[src/hw/rtl/bqf_pkg.sv]
// Shared types and constants for the biquad IIR filter.
package bqf_pkg;

  // Configuration register indexes, in register map order.
  typedef enum logic [2:0] {
    REG_SCALE = 3'd0,
    REG_A0    = 3'd1,
    REG_A1    = 3'd2,
    REG_A2    = 3'd3,
    REG_B1    = 3'd4,
    REG_B2    = 3'd5
  } reg_idx_t;

  localparam int NUM_REGS  = 6;
  localparam int CFG_IDX_W = 3;

  // Integer bits of a coefficient: three integer bits and the sign; the rest are fraction bits.
  localparam int COEF_INT_BITS = 4;

  // Sample operand of the shared multiplier.
  typedef enum logic [1:0] {
    OPA_X,
    OPA_D1,
    OPA_D2,
    OPA_W
  } opa_sel_t;

  // Accumulator operation on the rounded product.
  typedef enum logic [1:0] {
    ACC_HOLD,
    ACC_LOAD,
    ACC_ADD,
    ACC_SUB
  } acc_op_t;

  // Sequencer states: idle, one per multiplier slot, then finish and output.
  typedef enum logic [3:0] {
    ST_IDLE,
    ST_MX,
    ST_MB1,
    ST_MB2,
    ST_MA1,
    ST_MA2,
    ST_MA0,
    ST_FIN,
    ST_OUT
  } state_t;

  // Commands from the controller to the datapath.
  typedef struct packed {
    logic     x_load;
    opa_sel_t mul_a;
    reg_idx_t mul_b;
    acc_op_t  acc_op;
    logic     w_load;
    logic     y_load;
  } dp_cmd_t;

endpackage

[src/hw/rtl/bqf_ctrl.sv]
// Sequencer for the biquad filter: schedules the six products on one multiplier.
module bqf_ctrl (
  input  logic             clk,
  input  logic             rst_n,
  input  logic             in_valid,
  output logic             in_ready,
  output logic             out_valid,
  input  logic             out_ready,
  output bqf_pkg::dp_cmd_t cmd
);
  import bqf_pkg::*;

  state_t state_r, state_nxt;
  logic   out_valid_r, out_valid_nxt;
  logic   can_load;

  // The output register may be refilled when it is empty or being drained.
  assign can_load = !out_valid_r || out_ready;

  always_ff @(posedge clk) begin
    if (!rst_n) begin
      state_r     <= ST_IDLE;
      out_valid_r <= 1'b0;
    end else begin
      state_r     <= state_nxt;
      out_valid_r <= out_valid_nxt;
    end
  end

  always_comb begin
    state_nxt = state_r;
    case (state_r)
      ST_IDLE: if (in_valid) state_nxt = ST_MX;
      ST_MX:   state_nxt = ST_MB1;
      ST_MB1:  state_nxt = ST_MB2;
      ST_MB2:  state_nxt = ST_MA1;
      ST_MA1:  state_nxt = ST_MA2;
      ST_MA2:  state_nxt = ST_MA0;
      ST_MA0:  state_nxt = ST_FIN;
      ST_FIN:  state_nxt = ST_OUT;
      ST_OUT: begin
        if (can_load) begin
          state_nxt = in_valid ? ST_MX : ST_IDLE;
        end
      end
      default: state_nxt = ST_IDLE;
    endcase
  end

  always_comb begin
    in_ready   = 1'b0;
    cmd.x_load = 1'b0;
    cmd.mul_a  = OPA_X;
    cmd.mul_b  = REG_SCALE;
    cmd.acc_op = ACC_HOLD;
    cmd.w_load = 1'b0;
    cmd.y_load = 1'b0;
    case (state_r)
      ST_IDLE: begin
        in_ready   = 1'b1;
        cmd.x_load = in_valid;
      end
      ST_MX: begin
        cmd.mul_a = OPA_X;
        cmd.mul_b = REG_SCALE;
      end
      ST_MB1: begin
        cmd.acc_op = ACC_LOAD;
        cmd.mul_a  = OPA_D1;
        cmd.mul_b  = REG_B1;
      end
      ST_MB2: begin
        cmd.acc_op = ACC_SUB;
        cmd.mul_a  = OPA_D2;
        cmd.mul_b  = REG_B2;
      end
      ST_MA1: begin
        cmd.acc_op = ACC_SUB;
        cmd.mul_a  = OPA_D1;
        cmd.mul_b  = REG_A1;
      end
      ST_MA2: begin
        cmd.w_load = 1'b1;
        cmd.acc_op = ACC_LOAD;
        cmd.mul_a  = OPA_D2;
        cmd.mul_b  = REG_A2;
      end
      ST_MA0: begin
        cmd.acc_op = ACC_ADD;
        cmd.mul_a  = OPA_W;
        cmd.mul_b  = REG_A0;
      end
      ST_FIN: begin
        cmd.acc_op = ACC_ADD;
      end
      ST_OUT: begin
        cmd.y_load = can_load;
        in_ready   = can_load;
        cmd.x_load = can_load && in_valid;
      end
      default: begin
        in_ready = 1'b0;
      end
    endcase
  end

  always_comb begin
    out_valid_nxt = out_valid_r;
    if (cmd.y_load) begin
      out_valid_nxt = 1'b1;
    end else if (out_ready) begin
      out_valid_nxt = 1'b0;
    end
  end

  assign out_valid = out_valid_r;

endmodule

[src/hw/rtl/bqf_dp.sv]
// Datapath for the biquad filter: coefficient registers, delays, multiplier, accumulator.
module bqf_dp #(
  parameter int SAMPLE_WIDTH = 24,
  parameter int COEF_WIDTH   = 24
) (
  input  logic                           clk,
  input  logic                           rst_n,
  input  logic                           cfg_we,
  input  logic [bqf_pkg::CFG_IDX_W-1:0]  cfg_index,
  input  logic [COEF_WIDTH-1:0]          cfg_data,
  input  logic [SAMPLE_WIDTH-1:0]        sample_in,
  input  bqf_pkg::dp_cmd_t               cmd,
  output logic [SAMPLE_WIDTH-1:0]        sample_out
);
  import bqf_pkg::*;

  localparam int COEF_FRAC = COEF_WIDTH - COEF_INT_BITS;
  localparam int PROD_W    = SAMPLE_WIDTH + COEF_WIDTH;
  localparam int RND_W     = PROD_W - COEF_FRAC;
  localparam int ACC_W     = SAMPLE_WIDTH + 5;

  localparam logic [COEF_WIDTH-1:0] COEF_ONE =
    {{(COEF_INT_BITS - 1){1'b0}}, 1'b1, {COEF_FRAC{1'b0}}};
  localparam logic signed [PROD_W-1:0] HALF_LSB =
    PROD_W'(1) << (COEF_FRAC - 1);
  localparam logic signed [ACC_W-1:0] SAT_HI =
    ACC_W'({1'b0, {(SAMPLE_WIDTH - 1){1'b1}}});
  localparam logic signed [ACC_W-1:0] SAT_LO = -SAT_HI - ACC_W'(1);

  logic signed [COEF_WIDTH-1:0]   coef_r [NUM_REGS];
  logic signed [SAMPLE_WIDTH-1:0] x_r, d1_r, d2_r, w_r, y_r;
  logic signed [PROD_W-1:0]       prod_r, prod_nxt;
  logic signed [ACC_W-1:0]        acc_r, acc_nxt;
  logic signed [SAMPLE_WIDTH-1:0] mul_a;
  logic signed [COEF_WIDTH-1:0]   mul_b;
  logic signed [PROD_W-1:0]       prod_half;
  logic signed [RND_W-1:0]        prod_rnd;
  logic signed [ACC_W-1:0]        rnd_ext;
  logic signed [SAMPLE_WIDTH-1:0] acc_sat;

  // Configuration registers.
  always_ff @(posedge clk) begin
    if (!rst_n) begin
      for (int i = 0; i < NUM_REGS; i++) begin
        if (i == int'(REG_SCALE) || i == int'(REG_A0)) begin
          coef_r[i] <= COEF_ONE;
        end else begin
          coef_r[i] <= '0;
        end
      end
    end else if (cfg_we && (cfg_index < CFG_IDX_W'(NUM_REGS))) begin
      coef_r[cfg_index] <= cfg_data;
    end
  end

  // Operand selection for the shared multiplier.
  always_comb begin
    case (cmd.mul_a)
      OPA_X:   mul_a = x_r;
      OPA_D1:  mul_a = d1_r;
      OPA_D2:  mul_a = d2_r;
      OPA_W:   mul_a = w_r;
      default: mul_a = x_r;
    endcase
  end

  assign mul_b    = coef_r[cmd.mul_b];
  assign prod_nxt = PROD_W'(mul_a) * PROD_W'(mul_b);

  // Round half up, then drop the coefficient fraction bits.
  assign prod_half = prod_r + HALF_LSB;
  assign prod_rnd  = prod_half[PROD_W-1:COEF_FRAC];
  assign rnd_ext   = ACC_W'(prod_rnd);

  always_comb begin
    case (cmd.acc_op)
      ACC_HOLD: acc_nxt = acc_r;
      ACC_LOAD: acc_nxt = rnd_ext;
      ACC_ADD:  acc_nxt = acc_r + rnd_ext;
      ACC_SUB:  acc_nxt = acc_r - rnd_ext;
      default:  acc_nxt = acc_r;
    endcase
  end

  always_comb begin
    if (acc_r > SAT_HI) begin
      acc_sat = SAT_HI[SAMPLE_WIDTH-1:0];
    end else if (acc_r < SAT_LO) begin
      acc_sat = SAT_LO[SAMPLE_WIDTH-1:0];
    end else begin
      acc_sat = acc_r[SAMPLE_WIDTH-1:0];
    end
  end

  always_ff @(posedge clk) begin
    prod_r <= prod_nxt;
    acc_r  <= acc_nxt;
    if (cmd.x_load) begin
      x_r <= sample_in;
    end
    if (cmd.w_load) begin
      w_r <= acc_sat;
    end
    if (cmd.y_load) begin
      y_r <= acc_sat;
    end
  end

  // Filter state shifts when the result is committed.
  always_ff @(posedge clk) begin
    if (!rst_n) begin
      d1_r <= '0;
      d2_r <= '0;
    end else if (cmd.y_load) begin
      d1_r <= w_r;
      d2_r <= d1_r;
    end
  end

  assign sample_out = y_r;

endmodule

[src/hw/rtl/biquad_iir_filter.sv]
// Top level of the direct-form-II biquad filter section.
//
//   Channel  Direction  Beat contents
//   in_*     input      in_sample_in: signed Q1.23 sample
//   out_*    output     out_sample_out: filtered, saturated Q1.23 sample
//   cfg_*    input      cfg_index and cfg_data: one coefficient register write
//
// Each sample issues the six products through the single shared multiplier, then adds
// the last rounded product, and then saturates the sum into the output register.
// A new input beat is taken in the cycle the previous result enters the output
// register, so back-to-back samples need no idle state between them.
// A stalled output holds the sequencer in its last state until the beat is taken.
// Synchronous active-low reset restores the coefficient defaults and clears the delays.
module biquad_iir_filter #(
  parameter int SAMPLE_WIDTH = 24,
  parameter int COEF_WIDTH   = 24
) (
  input  logic                          clk,
  input  logic                          rst_n,
  input  logic                          in_valid,
  output logic                          in_ready,
  input  logic [SAMPLE_WIDTH-1:0]       in_sample_in,
  output logic                          out_valid,
  input  logic                          out_ready,
  output logic [SAMPLE_WIDTH-1:0]       out_sample_out,
  input  logic                          cfg_valid,
  output logic                          cfg_ready,
  input  logic [bqf_pkg::CFG_IDX_W-1:0] cfg_index,
  input  logic [COEF_WIDTH-1:0]         cfg_data
);
  import bqf_pkg::*;

  dp_cmd_t cmd;

  // Register writes are always accepted; indexes past the map are dropped.
  assign cfg_ready = 1'b1;

  // The controller owns the handshakes and the multiplier schedule.
  bqf_ctrl u_ctrl (
    .clk       (clk),
    .rst_n     (rst_n),
    .in_valid  (in_valid),
    .in_ready  (in_ready),
    .out_valid (out_valid),
    .out_ready (out_ready),
    .cmd       (cmd)
  );

  // The datapath holds the coefficients, the two delays and the arithmetic.
  bqf_dp #(
    .SAMPLE_WIDTH (SAMPLE_WIDTH),
    .COEF_WIDTH   (COEF_WIDTH)
  ) u_dp (
    .clk        (clk),
    .rst_n      (rst_n),
    .cfg_we     (cfg_valid),
    .cfg_index  (cfg_index),
    .cfg_data   (cfg_data),
    .sample_in  (in_sample_in),
    .cmd        (cmd),
    .sample_out (out_sample_out)
  );

endmodule

[config.mk]
export PLATFORM = sky130hd
export DESIGN_NAME = biquad_iir_filter
export DESIGN_NICKNAME = d
export VERILOG_FILES = /design/src/hw/rtl/bqf_pkg.sv /design/src/hw/rtl/bqf_ctrl.sv /design/src/hw/rtl/bqf_dp.sv /design/src/hw/rtl/biquad_iir_filter.sv
export SDC_FILE = /design/constraint.sdc
export NUM_CORES = 2
export LEC_CHECK = 0
export BUFFER_PORTS_ARGS = -buffer_cell sky130_fd_sc_hd__buf_2
export CAP_MARGIN = 20
export CORE_MARGIN = 4
export CORE_UTILIZATION = 60
export CTS_BUF_LIST = sky130_fd_sc_hd__clkbuf_4 sky130_fd_sc_hd__clkbuf_8
export DETAILED_ROUTE_END_ITERATION = 7
export GPL_ROUTABILITY_DRIVEN = 1
export PLACE_DENSITY_LB_ADDON = 0.12
export SLEW_MARGIN = 20
export SYNTH_ARGS = -nofsm -noshare
export SYNTH_HDL_FRONTEND = slang
export SYNTH_HIERARCHICAL = 1
export SYNTH_SLANG_ARGS = --single-unit
[constraint.sdc]
create_clock -name clk -period 26.1 [get_ports clk]
set_clock_uncertainty 0.05 [all_clocks]
set_input_delay 5.22 -clock clk [delete_from_list [all_inputs] [get_ports clk]]
set_output_delay 5.22 -clock clk [all_outputs]
set_load 0.005 [all_outputs]
-- Word-level counts from Yosys, hierarchy flattened
Memory sizes are Yosys's and may differ from the RTL's.
Index checks and enable logic that the tools add are counted.
W data, S select, Z words.
- memories: 1
- output and inout bits: 27
- logic and storage cells: 69
- RAM bits: 144
- flip-flop bits (word level): 202
- memories (memory ; words ; width ; rd ports ; clocked after Yosys merged registers in ; write ports ; line ; source):
    u_dp.coef_r ; 6 ; 24 ; 1 ; 0 ; 6 ; bqf_dp.sv:30 ; logic signed [COEF_WIDTH-1:0] coef_r [NUM_REGS];
- $add $sub $neg: 3
- mux-type cells: 23
- magnitude comparators: 3
- equality and inequality tests: 16
- reductions and logical operators: 13
- multipliers: 1
- operators by type and width (cell ; number):
    $pmux W24 S4 ; 1
    $pmux W29 S3 ; 1
    $mux W24 ; 3
    $add A48 B21 Y48 const B ; 1
    $mul A24 B24 Y48 ; 1
    $pmux W4 S9 ; 1
    $add A29 B28 Y29 ; 1
    $gt A29 B24 Y1 const B ; 1
    $lt A29 B24 Y1 const B ; 1
    $sub A29 B28 Y29 ; 1
    $pmux W5 S5 ; 1
    $reduce_or A24 Y1 ; 1
    $eq A4 B3 Y1 const B ; 4
    $mux W1 ; 10
    $eq A2 B2 Y1 const B ; 4
    $eq A4 B2 Y1 const B ; 2
    $mux W4 ; 2
    $pmux W2 S3 ; 1
    $reduce_or A2 Y1 ; 3
    $eq A2 B1 Y1 const B ; 2
    $eq A4 B1 Y1 const B ; 1
    $eq A4 B4 Y1 const B ; 1
    $logic_not A2 Y1 ; 2
    $logic_not A4 Y1 ; 1
    10 further kinds ; 12

-- Depth between registers and ports, before layout
- word-level depth: 7
- depth in mapped cells: 36
- mapped depth without buffers: 31

-- Modules after synthesis
The synthesis kept the hierarchy.
- by module, submodules not included (module ; cells an instance ; sequential area each (sq um) ; times used ; area an instance (sq um)):
    bqf_dp ; 3569 ; 10339.9 ; 1 ; 37536.0
    bqf_ctrl ; 41 ; 100.1 ; 1 ; 332.8
    biquad_iir_filter ; 2 ; 0.0 ; 1 ; 11.3

-- Worst setup path before layout
OpenSTA, ideal clock, no wires.
- path kind: input to output
- start point: in out_ready
- end point: out in_ready
- stages: 2
- data required time: 20830 ps
- arrival time: 5566 ps
- buffers on the path: 0
- setup slack: 15264 ps
- cells stage by stage: nor2b_1 > a21boi_2
- cells in the longest elaborated chain, start to end: 2
- ends and longest elaborated chain (what ; line ; source):
    start, declared ; biquad_iir_filter.sv:24 ; input logic out_ready,
    $logic_or A1 B1 Y1 ; bqf_ctrl.sv:18 ; assign can_load = !out_valid_r || out_ready;
    $pmux W1 S2 ; bqf_ctrl.sv:58 ; case (state_r)
    end, declared ; biquad_iir_filter.sv:21 ; output logic in_ready,
No other way between the ends.

-- Worst setup path after layout
Ends and elaborated chain as after synthesis.

==> results.toml <==
[sta]
hold_viol_final = 0
setup_viol = 0
worst_pin_slew_ns = 1.03
max_freq_mhz = 89.1
finalMaxSlewViolations = 0
fin_ws_ns = 14.88
whs_ns = 0.464
rsz0062_at_grt = "false"
layout_min_cycle_time_ns = 11.22
relSlewSlack_pct = 31.7
fin_crit_sh_pct = 43.0
fin_setup_tns_ns = 0

[hold_path]
min-delay-start = "u_dp/w_r[2]"
whs_endpoint = "u_dp/d1_r[2]"
whs_path_depth = 2
hold_class = "flop to flop"

[final_layout]
area_growth_pct = 7.56
final_util_pct = 65.7
final_nets = 4529
drive_gt1_share_pct = 10.1

[grt]
grt_pass1_vias = 28800
grt_pass1_wl_um = 158000
grt_max_degree = 73
overflow = 0
track_usage_pct = 30.6
antenna_found_initial = 10

[floorplan]
rows = 91
ios = 83
dieArea_um2 = 67200
initial_utilization_pct = 61.0
die_w_um = 259
core_um2 = 62100
die_height_um = 259

[synth]
synth_edf_count = 293
synthFlopType = "edfxtp_1"
yosys.area_share.adder_pct = 37.4
synth_cells = 3612
async_reset_ff_share_pct = 0
synth_mux_area_share_pct = 6.84
seq_area_frac_synth_pct = 27.6
syn_area_per_cell_um2 = 10.5
synth_compound_area_share_pct = 4.77
yosys.area_share.xor_xnor_pct = 2.68
synth.distinct_cells = 80
synth_seq_cells = 375
synthSimpleGateAreaFrac_pct = 12.5
synth_top_family_by_area = "adder cells"
yosysWarnings = 6
synth_area_um2 = 37900

[critical_path]
path_cells = "buf_2, nor2b_1, a21boi_2, buf_2"
critPathMaxStageDelay_ns = 0.38
r2r-start = "u_ctrl/state_r[1]"
required_ns = 20.83
crit_arrival_ns = 5.95
critPathTopFamily = "simple AND/OR/NAND/NOR gates"
crit_buf_inv = 2
r2r_end = "u_dp/prod_r[43]"
start_kind = "primary input"
slowest_stage = "nor2b_1"
r2r_setup_slack_ns = 15.02
ff2ff_path_depth = 30
cpMostUsedCell = "buf_2"
path_class = "primary input to output pin"
cp_max_fo = 5
cp-end-kind = "output pin"

[route]
drt_iter0_markers = 2027
avgRoutedWirePerCell_um = 21.7
viasPerCell = 5.70
ant_nets = 0
num_vias = 26200
dr.pass1.iters = 6
wirelength_um = 99400
drc = 0

[clock_network]
path_clk_slew_ns = 0.07
clock_latency_ns = 0.67
ctsHoldBuffers = 0
cts_buffers = 55
postCtsSetupBuffers = 0
clkSinkCount = 375
cts_resized = 0
cts_tree = "done"
htreeDepth = 2
clockBufferDepth = 3
cts-root-buf = "clkbuf_8"

[place]
place_ws_ns = 14.87
hpwl_um = 75200
place.gp.congestion = 0.935
io_buffers = 81

[outcome]
status = "finished, final reports clean"

[run]
drv_cap = 0
==> tightest hold or removal path, delay by kind of cell, from the launching register on <==
| kind | cells | cell delay (ns) |
|---|---|---|
| multiplexers | 1 | 0.07 |
| AND/OR/NAND/NOR | 1 | 0.10 |
| flip-flops | 1 | 0.35 |
==> metal layers <==
metal | up-vias | wire length (um) | GRT usage (%)
li1 | 11500 | - | -
met1 | 13300 | 38300 | 39.8
met2 | 1119 | 46200 | 49.2
met3 | 247 | 10500 | 8.93
met4 | 0 | 4420 | 11.9
met5 | - | 0 | 0
==> state kept, by name (all words and copies together) (netlist names) <==
signal	cells
u_dp/acc_r	29
u_dp/d2_r	24
u_dp/coef_r	192
u_dp/sample_out	24
u_dp/prod_r	29
u_dp/d1_r	24
u_ctrl/out_valid	1
u_ctrl/state_r	4
u_dp/w_r	24
u_dp/x_r	24
==> placed cells by master, fill, tap and decap left out, types with 6 or more instances in the layout <==
master,n
a211oi_1,6
a21o_1,44
a21oi_1,60
a31oi_1,10
and2_1,51
and3_1,16
buf_2,81
buf_4,64
bufinv_16,6
clkbuf_4,8
clkbuf_8,63
clkinv_1,7
clkinv_2,11
clkinvlp_4,6
conb_1,49
dfxtp_1,82
edfxtp_1,293
fa_1,607
ha_1,160
inv_1,664
mux2_2,38
mux2i_1,89
mux2i_2,9
mux4_2,50
nand2_1,371
nand2b_1,42
nand3_1,24
nand4_1,20
nor2_1,411
nor2b_1,77
nor3_1,16
o211ai_1,6
o21a_1,30
o21ai_0,50
o21ai_1,12
or3_1,9
xnor2_1,64
xor2_1,52
==> kinds of logic after synthesis <==
logic type / after synthesis
mux: 188
other cells: 2
buf+inv: 820
simple gates: 1068
flops: 375
xor+xnor: 116
compound gates: 276
fa+ha+maj: 767
==> through the flow <==
step / instances / area [um2]
after floorplan: 3659 / 38100
after global placement: 4486 / 39500
after detailed placement: 4486 / 39500
after CTS: 4590 / 40700
after global routing: 4591 / 40700
final: 4591 / 40700
==> worst max-delay path by stage <==
stage / to / start / depth (start not counted) / slack [ns]
floorplan: in_ready / out_ready / 2 / 15.26
global placement: in_ready / out_ready / 4 / 14.90
detailed placement: in_ready / out_ready / 4 / 14.87
CTS: in_ready / out_ready / 4 / 14.86
global route: u_dp/prod_r[43] / u_ctrl/state_r[1] / 30 / 14.41
finish: in_ready / out_ready / 4 / 14.88
==> cells in the mapped netlist (5+ instances only) <==
library cell	n	area, um2
and2_1	51	319
and3_1	16	100
buf_1	14	52.6
nand2_1	371	1390
nand2b_1	42	263
a31oi_1	10	62.6
nor2b_1	77	482
o21ai_1	12	60.1
nor2_1	413	1550
dfxtp_1	82	1640
mux2i_1	97	971
xnor2_1	64	561
o21bai_1	5	37.5
mux2_2	38	428
o21a_1	30	225
a211oi_1	6	45.0
fa_1	607	12200
edfxtp_1	293	8800
nand4_1	20	125
o211ai_1	6	45.0
nand3_1	24	120
xor2_1	52	455
mux4_2	50	1130
o21ai_0	53	265
nor3_1	17	85.1
a31o_2	5	43.8
inv_1	664	2490
clkbuf_1	130	488
ha_1	160	2000
or3_1	9	56.3
a21o_1	44	330
a21oi_1	63	315
==> cell type report <==
type | count | area (um2)
multi-input combinational | 2464 | 24600
fill | 4905 | 21300
sequential | 375 | 10400
inverter | 664 | 2490
tap | 837 | 1050
clock buffer | 71 | 927
timing repair buffer | 146 | 897
clock inverter | 33 | 348
antenna | 1 | 2.50
Power is not shown: default switching activity piles up to over one toggle a cycle in this logic, so the estimate is an artifact.
